===== src/hdl/clnf_pkg.sv =====
// ----------------------------------------------------------------------------
// clnf_pkg
// Types, constants and helper functions of the character display framer.
// ----------------------------------------------------------------------------
package clnf_pkg;

  localparam int unsigned ColumnsW = 6;
  localparam int unsigned RowsW    = 3;
  localparam int unsigned CfgDataW = 6;
  localparam int unsigned InDataW  = 24;
  localparam int unsigned OutDataW = 8;

  localparam logic [ColumnsW-1:0] ColumnsReset = 6'd20;
  localparam logic [RowsW-1:0]    RowsReset    = 3'd4;
  localparam logic [RowsW-1:0]    RowsMax      = 3'd4;

  localparam logic [7:0] DdramSet = 8'h80;

  // Request codes; the fourth code is not used and is dropped.
  localparam logic [1:0] CmdChar   = 2'd0;
  localparam logic [1:0] CmdRaw    = 2'd1;
  localparam logic [1:0] CmdCursor = 2'd2;

  // Configuration register indexes.
  localparam logic CfgColumns = 1'b0;
  localparam logic CfgRows    = 1'b1;

  // One or two bytes to be sent for an accepted request.
  typedef struct packed {
    logic [7:0] byte0;
    logic       rs0;
    logic       two;
    logic [7:0] byte1;
  } desc_t;

  // DDRAM start address of each display row.
  function automatic logic [6:0] row_base_f(input logic [1:0] row);
    logic [6:0] base;
    case (row)
      2'd0:    base = 7'h00;
      2'd1:    base = 7'h40;
      2'd2:    base = 7'h14;
      2'd3:    base = 7'h54;
      default: base = 7'h00;
    endcase
    return base;
  endfunction

  // Shift register word: nibble in 7:4, enable in 3, RS in 1.
  function automatic logic [7:0] frame_f(input logic [7:0] data, input logic rs,
                                         input logic [1:0] step);
    logic [3:0] nib;
    nib = step[1] ? data[3:0] : data[7:4];
    return {nib, ~step[0], 1'b0, rs, 1'b0};
  endfunction

endpackage


===== src/hdl/clnf_cursor.sv =====
// ----------------------------------------------------------------------------
// clnf_cursor
// Request decode, cursor tracking and configuration; registers one
// descriptor of the bytes to send per request, none for the unused code.
// ----------------------------------------------------------------------------
module clnf_cursor import clnf_pkg::*; (
  input  logic                clk_i,
  input  logic                rst_ni,
  input  logic                cfg_we_i,
  input  logic                cfg_index_i,
  input  logic [CfgDataW-1:0] cfg_data_i,
  input  logic                req_valid_i,
  output logic                req_ready_o,
  input  logic [1:0]          cmd_i,
  input  logic [7:0]          value_i,
  input  logic [6:0]          col_i,
  input  logic [1:0]          row_i,
  output logic                desc_valid_o,
  input  logic                desc_ready_i,
  output desc_t               desc_o
);

  logic [ColumnsW-1:0] columns_q;
  logic [RowsW-1:0]    rows_q;
  logic [6:0]          cursor_col_q, cursor_col_d;
  logic [1:0]          cursor_row_q, cursor_row_d;
  logic                desc_valid_q, desc_valid_d;
  desc_t               desc_q, desc_d;

  logic [RowsW-1:0] eff_rows;
  logic [1:0]       last_row;
  logic [7:0]       col_next;
  logic [RowsW-1:0] row_next;
  logic [1:0]       wrap_row;
  logic [1:0]       set_row;
  logic [6:0]       set_addr;
  logic             accept;

  assign accept      = req_valid_i & req_ready_o;
  assign req_ready_o = ~desc_valid_q | desc_ready_i;

  always_comb begin
    if (rows_q == '0) begin
      eff_rows = RowsW'(1);
    end else if (rows_q > RowsMax) begin
      eff_rows = RowsMax;
    end else begin
      eff_rows = rows_q;
    end
    last_row = 2'(eff_rows - RowsW'(1));
    col_next = {1'b0, cursor_col_q} + 8'd1;
    row_next = {1'b0, cursor_row_q} + RowsW'(1);
    wrap_row = (row_next >= eff_rows) ? 2'd0 : row_next[1:0];
    set_row  = ({1'b0, row_i} >= eff_rows) ? last_row : row_i;
    set_addr = col_i + row_base_f(set_row);
  end

  always_comb begin
    cursor_col_d = cursor_col_q;
    cursor_row_d = cursor_row_q;
    desc_d       = desc_q;
    desc_valid_d = desc_valid_q & ~desc_ready_i;
    if (accept) begin
      desc_valid_d = 1'b1;
      desc_d.byte0 = value_i;
      desc_d.rs0   = 1'b0;
      desc_d.two   = 1'b0;
      desc_d.byte1 = DdramSet | {1'b0, row_base_f(wrap_row)};
      case (cmd_i)
        CmdChar: begin
          desc_d.rs0 = 1'b1;
          if (col_next >= {2'b00, columns_q}) begin
            desc_d.two   = 1'b1;
            cursor_col_d = '0;
            cursor_row_d = wrap_row;
          end else begin
            cursor_col_d = col_next[6:0];
          end
        end
        CmdRaw: begin
        end
        CmdCursor: begin
          desc_d.byte0 = DdramSet | {1'b0, set_addr};
          cursor_col_d = col_i;
          cursor_row_d = set_row;
        end
        default: begin
          desc_valid_d = 1'b0;
        end
      endcase
    end
  end

  always_ff @(posedge clk_i or negedge rst_ni) begin
    if (!rst_ni) begin
      columns_q    <= ColumnsReset;
      rows_q       <= RowsReset;
      cursor_col_q <= '0;
      cursor_row_q <= '0;
      desc_valid_q <= 1'b0;
    end else begin
      if (cfg_we_i && cfg_index_i == CfgColumns) begin
        columns_q <= cfg_data_i[ColumnsW-1:0];
      end
      if (cfg_we_i && cfg_index_i == CfgRows) begin
        rows_q <= cfg_data_i[RowsW-1:0];
      end
      cursor_col_q <= cursor_col_d;
      cursor_row_q <= cursor_row_d;
      desc_valid_q <= desc_valid_d;
    end
  end

  always_ff @(posedge clk_i) begin
    desc_q <= desc_d;
  end

  assign desc_valid_o = desc_valid_q;
  assign desc_o       = desc_q;

endmodule


===== src/hdl/clnf_serializer.sv =====
// ----------------------------------------------------------------------------
// clnf_serializer
// Turns a descriptor into four or eight frames, one per output word.
// ----------------------------------------------------------------------------
module clnf_serializer import clnf_pkg::*; (
  input  logic       clk_i,
  input  logic       rst_ni,
  input  logic       desc_valid_i,
  output logic       desc_ready_o,
  input  desc_t      desc_i,
  output logic       out_valid_o,
  input  logic       out_ready_i,
  output logic [7:0] frame_o,
  output logic       last_o
);

  logic       busy_q, busy_d;
  logic [2:0] idx_q, idx_d;
  desc_t      desc_q, desc_d;
  logic [7:0] frame_q, frame_d;
  logic       last_q, last_d;
  logic [2:0] idx_inc;
  logic       load;
  logic       advance;

  assign desc_ready_o = ~busy_q | (out_ready_i & last_q);
  assign load         = desc_valid_i & desc_ready_o;
  assign advance      = busy_q & out_ready_i & ~last_q;
  assign idx_inc      = idx_q + 3'd1;

  always_comb begin
    busy_d  = busy_q;
    idx_d   = idx_q;
    desc_d  = desc_q;
    frame_d = frame_q;
    last_d  = last_q;
    if (load) begin
      busy_d  = 1'b1;
      idx_d   = '0;
      desc_d  = desc_i;
      frame_d = frame_f(desc_i.byte0, desc_i.rs0, 2'd0);
      last_d  = 1'b0;
    end else if (advance) begin
      idx_d   = idx_inc;
      frame_d = idx_inc[2] ? frame_f(desc_q.byte1, 1'b0, idx_inc[1:0])
                           : frame_f(desc_q.byte0, desc_q.rs0, idx_inc[1:0]);
      last_d  = (idx_inc[1:0] == 2'd3) & (idx_inc[2] | ~desc_q.two);
    end else if (busy_q && out_ready_i) begin
      busy_d = 1'b0;
    end
  end

  always_ff @(posedge clk_i or negedge rst_ni) begin
    if (!rst_ni) begin
      busy_q <= 1'b0;
      idx_q  <= '0;
      last_q <= 1'b0;
    end else begin
      busy_q <= busy_d;
      idx_q  <= idx_d;
      last_q <= last_d;
    end
  end

  always_ff @(posedge clk_i) begin
    desc_q  <= desc_d;
    frame_q <= frame_d;
  end

  assign out_valid_o = busy_q;
  assign frame_o     = frame_q;
  assign last_o      = last_q;

endmodule


===== src/hdl/char_lcd_nibble_framer.sv =====
// A request's first frame passes the descriptor register of the first stage
// and the frame register of the second stage before it is offered.
// A write emits four or eight frames, one per cycle while the frame side is
// ready; the frame counter of the serializer steps through them.
// A request code with no meaning is accepted and emits nothing.
// Reset (rst_ni, asynchronous, active low) puts the cursor at column 0, row 0,
// columns at 20 and rows at 4, and empties both stages.
// ----------------------------------------------------------------------------
// char_lcd_nibble_framer
// Frames character writes, command bytes and cursor moves for a character
// display in 4-bit mode that is driven through an 8-bit shift register.
// ----------------------------------------------------------------------------
module char_lcd_nibble_framer import clnf_pkg::*; (
  input  logic                clk_i,
  input  logic                rst_ni,
  // Configuration writes: index 0 is columns, index 1 is rows.
  input  logic                cfg_we_i,
  input  logic                cfg_index_i,
  input  logic [CfgDataW-1:0] cfg_data_i,
  // Request words.
  input  logic                s_axis_tvalid,
  output logic                s_axis_tready,
  // From bit 0: cmd[1:0], value[9:2], col[16:10], row[18:17], zeros above.
  input  logic [InDataW-1:0]  s_axis_tdata,
  // Frame words.
  output logic                m_axis_tvalid,
  input  logic                m_axis_tready,
  // From bit 0: frame[7:0].
  output logic [OutDataW-1:0] m_axis_tdata,
  // Set on the final frame caused by a request.
  output logic                m_axis_tlast
);

  logic  desc_valid;
  logic  desc_ready;
  desc_t desc;

  // The first stage decodes a request in the cycle it is accepted and updates
  // the tracked cursor at once, so the next request already sees the new
  // position. It holds the bytes to send in a descriptor register.
  clnf_cursor u_cursor (
    .clk_i        (clk_i),
    .rst_ni       (rst_ni),
    .cfg_we_i     (cfg_we_i),
    .cfg_index_i  (cfg_index_i),
    .cfg_data_i   (cfg_data_i),
    .req_valid_i  (s_axis_tvalid),
    .req_ready_o  (s_axis_tready),
    .cmd_i        (s_axis_tdata[1:0]),
    .value_i      (s_axis_tdata[9:2]),
    .col_i        (s_axis_tdata[16:10]),
    .row_i        (s_axis_tdata[18:17]),
    .desc_valid_o (desc_valid),
    .desc_ready_i (desc_ready),
    .desc_o       (desc)
  );

  // The second stage walks through the frames of the descriptor: for each
  // byte, the high nibble with enable set and cleared, then the low nibble.
  // It takes the next descriptor while its final frame is being taken.
  clnf_serializer u_serializer (
    .clk_i        (clk_i),
    .rst_ni       (rst_ni),
    .desc_valid_i (desc_valid),
    .desc_ready_o (desc_ready),
    .desc_i       (desc),
    .out_valid_o  (m_axis_tvalid),
    .out_ready_i  (m_axis_tready),
    .frame_o      (m_axis_tdata),
    .last_o       (m_axis_tlast)
  );

endmodule


===== config.mk =====
export PLATFORM = sky130hd
export DESIGN_NAME = char_lcd_nibble_framer
export DESIGN_NICKNAME = d
export VERILOG_FILES = /design/src/hdl/clnf_pkg.sv /design/src/hdl/clnf_cursor.sv /design/src/hdl/clnf_serializer.sv /design/src/hdl/char_lcd_nibble_framer.sv
export SDC_FILE = /design/constraint.sdc
export NUM_CORES = 1
export LEC_CHECK = 0
export BUFFER_PORTS_ARGS = -buffer_cell sky130_fd_sc_hd__buf_4
export CAP_MARGIN = 15
export CORE_ASPECT_RATIO = 1.25
export CORE_MARGIN = 3
export CORE_UTILIZATION = 33
export CTS_CLUSTER_SIZE = 25
export DETAILED_ROUTE_END_ITERATION = 6
export PLACE_DENSITY_LB_ADDON = 0.15
export SYNTH_ARGS = -nofsm -noshare
export SYNTH_HDL_FRONTEND = slang
export SYNTH_SLANG_ARGS = --single-unit
export TNS_END_PERCENT = 20

===== constraint.sdc =====
create_clock -name clk_i -period 3 [get_ports clk_i]
set_input_delay 0.3 -clock clk_i [delete_from_list [all_inputs] [get_ports clk_i]]
set_output_delay 0.3 -clock clk_i [all_outputs]
set_load 0.005 [all_outputs]

==> qor.csv <==
stage,metric,value,unit
sta,slew_violations,0,
sta,slew_headroom,53.64,%
sta,final-hold-violation-count,0,
synth,synth_edf_count,29,
layout,layout_common_cells,"buf_4, nand2_1, edfxtp_1",
power,internal_power,1.828,mW
global_routing,grt_pass1_wl,9.370,mm
power,p_leak,1.427,nW
critical_path,reg2reg_to,u_cursor.desc_o[16],
route,dr_wl_met2,2.985,mm
floorplanning,core_area,8018,um^2
route,post_drt_wl_per_cell,14.23,um
layout,drive_gt1_share,24.67,%
synth,ys_seq_area_share,53.47,%
clock_network,clock_latency,0.31,ns
critical_path,r2r_start,u_cursor.rows_q[2],
floorplanning,die_w,88.34,um
clock_network,cts_tree,built,
route,top_layer,met4,
global_routing,grt.total_usage,12.70,%
route,dr.pass1.iters,4,
clock_network,root_buffer,clkbuf_8,
power,switching_share,35.92,%
power,p_clk_share,14.8,%
place,place_ws,0.1785,ns
min_path,hold_path_depth,3,
critical_path,required,3.07,ns
place,place_inst,385,
route,ant_nets,0,
sta,worst_slack,0.1856,ns
place,routabilityCongestion,0.8032,
clock_network,cts_htree_levels,2,
sta,worst_pin_slew,0.6954,ns
place,hpwl,4.298,mm
min_path,worstHoldStart,cfg_data_i[3],
critical_path,arrival,2.88,ns
layout,layout.nets,353,
power,comb_power_share,43.3,%
power,p_switching,1.025,mW
global_routing,grt_pass1_vias,1970,
layout,final_cell_count_no_fill,395,
run,drv_cap,0,
status,outcome,"complete, no violations",
power,p_per_area,860.2,nW/um^2
clock_network,cts_buffers,5,
floorplanning,initial_utilization,34.88,%
critical_path,end_kind,flip-flop,
route,drt_wl_total,5.622,mm
clock_network,cts.path.max_buffers,2,
route,drc,0,
global_routing,grt_max_degree,25,
critical_path,worstRegToRegCells,13,
global_routing,antenna_found_initial,0,
sta,post-route-min-period,2.814,ns
synth,netlist_area,2796,um^2
clock_network,cts_sinks,54,
synth,synth_ff_type,edfxtp_1,
synth,avgSynthCellArea,10.92,um^2
layout,fillers,812,
sta,hold_slack,0.1857,ns
floorplanning,row_count,36,
route,first_iter_violations,74,
synth,synth_cell_types,47,
synth,ys_warn_count,0,
min_path,hold_path_end,u_cursor.columns_q[3],
route,num_vias,1935,
floorplanning,die-area,9621,um^2
sta,fmax,355.3,MHz
sta,fin_skew,0.005018,ns
synth,ys_async_sr_fraction,44.44,%
layout,n_antenna_cell,0,
floorplanning,ios,47,
clock_network,path_clk_slew,0.10,ns
layout,mostFrequentLayoutCell,buf_4,
power,seqPwrFrac,42.0,%
synth,syn-instance-count,256,
place,portBuffers,39,
min_path,holdCritPathClass,primary input to flip-flop,
global_routing,overflow,0,
route,avgViaCountPerCell,4.899,
route,met1Wirelength,2.364,mm
layout,utilization,41.37,%
sta,setup_viol,0,
sta,min_period_over_period,93.81,%
critical_path,reg2reg_slack,0.19,ns
synth,ys_ff_latch,54,
critical_path,critPathKind,flip-flop to flip-flop,
floorplanning,die_y,108.9,um
route,wl_met3,202,um
power,ir_worst_vdd,0.4181,mV
layout,area_growth,18.61,%
critical_path,worstSetupStartpointType,flip-flop,
critical_path,critPathMaxFanout,3,
## cell usage after synthesis (3+ instances only)
cell type	number	share of area (%)
a21oi_1	11	2.0
clkbuf_1	8	1.1
a31oi_1	4	0.89
buf_4	3	0.81
o21ai_0	14	2.5
nand3_1	9	1.6
inv_1	16	2.1
nand3b_1	3	0.81
mux2_2	6	2.4
dfrtp_1	21	19
nor3_1	3	0.54
xnor2_1	5	1.6
ha_1	18	8.1
dfstp_2	3	2.8
nand2_1	38	5.1
edfxtp_1	29	31
nor2_1	15	2.0
nand2b_1	5	1.1
a32oi_1	3	0.94
a21o_1	6	1.6
## power by group through the flow
| stage | sequential, mW | combinational [mW] | clock, mW |
|---|---|---|---|
| 2_1_floorplan | 1.18 | 0.886 | 0 |
| 3_3_place_gp | 1.21 | 1.21 | 0 |
| 3_5_place_dp | 1.21 | 1.24 | 0 |
| 4_1_cts | 1.20 | 1.25 | 0.443 |
| 5_1_grt | 1.23 | 1.41 | 0.476 |
| 6_report | 1.20 | 1.23 | 0.422 |
## worst max-delay path, cell delays in order, from the launching register on
cell	delay (ns)
dfstp_2	0.57
a21oi_2	0.05
ha_1	0.27
nand2b_1	0.17
a21o_1	0.20
nand2_1	0.08
nand2_1	0.05
o31ai_1	0.10
ha_1	0.34
a21o_1	0.20
and3_1	0.18
o21ai_0	0.15
a21oi_1	0.05
nand3b_1	0.17
## cell type report
cell class	count	area [um^2]	share of cell area, %
clock buffers	5	68.82	2.075
clock inverters	3	23.77	0.7167
inverters	16	60.06	1.811
multi-input cells	176	1202	36.25
flip-flops and latches	54	1495	45.08
well taps	95	118.9	3.584
repair buffers	46	347.8	10.49
## routing by layer
layer  GRT usage, %  up-vias
met5              0        -
met4          3.564        0
met3          2.494        5
met2          23.16       39
met1          14.93      895
li1               -      996
## kinds of logic after synthesis
group | count (synthesis) | synth area share [%]
other cells | 1 | 0.1341
compound gates | 56 | 13.96
buf+inv | 27 | 4.027
fa+ha+maj | 18 | 8.054
simple gates | 84 | 14.05
mux | 9 | 4.116
flops | 54 | 53.47
xor+xnor | 7 | 2.192
## through the flow
step | TNS, ns | instance area (um^2) | total power [mW]
floorplan | 0 | 2800 | 2.069
finish | 0 | 3317 | 2.853
global route | -0.001292 | 3317 | 3.111
detailed placement | 0 | 3197 | 2.457
global placement | 0 | 3197 | 2.421
CTS | 0 | 3299 | 2.893
## worst max-delay path by stage
stage | startpoint | end | cells past startpoint
2_1_floorplan | u_cursor.rows_q[2] | u_cursor.desc_o[16] | 13
3_3_place_gp | u_cursor.rows_q[2] | u_cursor.desc_o[16] | 13
3_5_place_dp | u_cursor.rows_q[2] | u_cursor.desc_o[16] | 12
4_1_cts | u_cursor.rows_q[2] | u_cursor.desc_o[16] | 13
5_1_grt | u_cursor.rows_q[2] | u_cursor.desc_o[16] | 13
6_report | u_cursor.rows_q[2] | u_cursor.desc_o[16] | 13
## repair_timing
action	in CTS	in global routing
endpoints found under the setup margin	0	1
buffers inserted	0	1
gates resized for setup	0	3
hold buffers	1	0
endpoints found under the hold margin	21	0
## flip-flops by register name (all words and copies together), names as in the netlist
signal / flops
u_serializer.desc_q: 12
u_cursor.desc_valid_o: 1
u_serializer.idx_q: 3
u_serializer.frame_o: 6
u_cursor.rows_q: 3
u_cursor.cursor_row_q: 2
u_cursor.desc_o: 12
u_serializer.out_valid_o: 1
u_serializer.last_o: 1
u_cursor.columns_q: 6
u_cursor.cursor_col_q: 7
No activity file was read; power rests on OpenSTA's default activity.
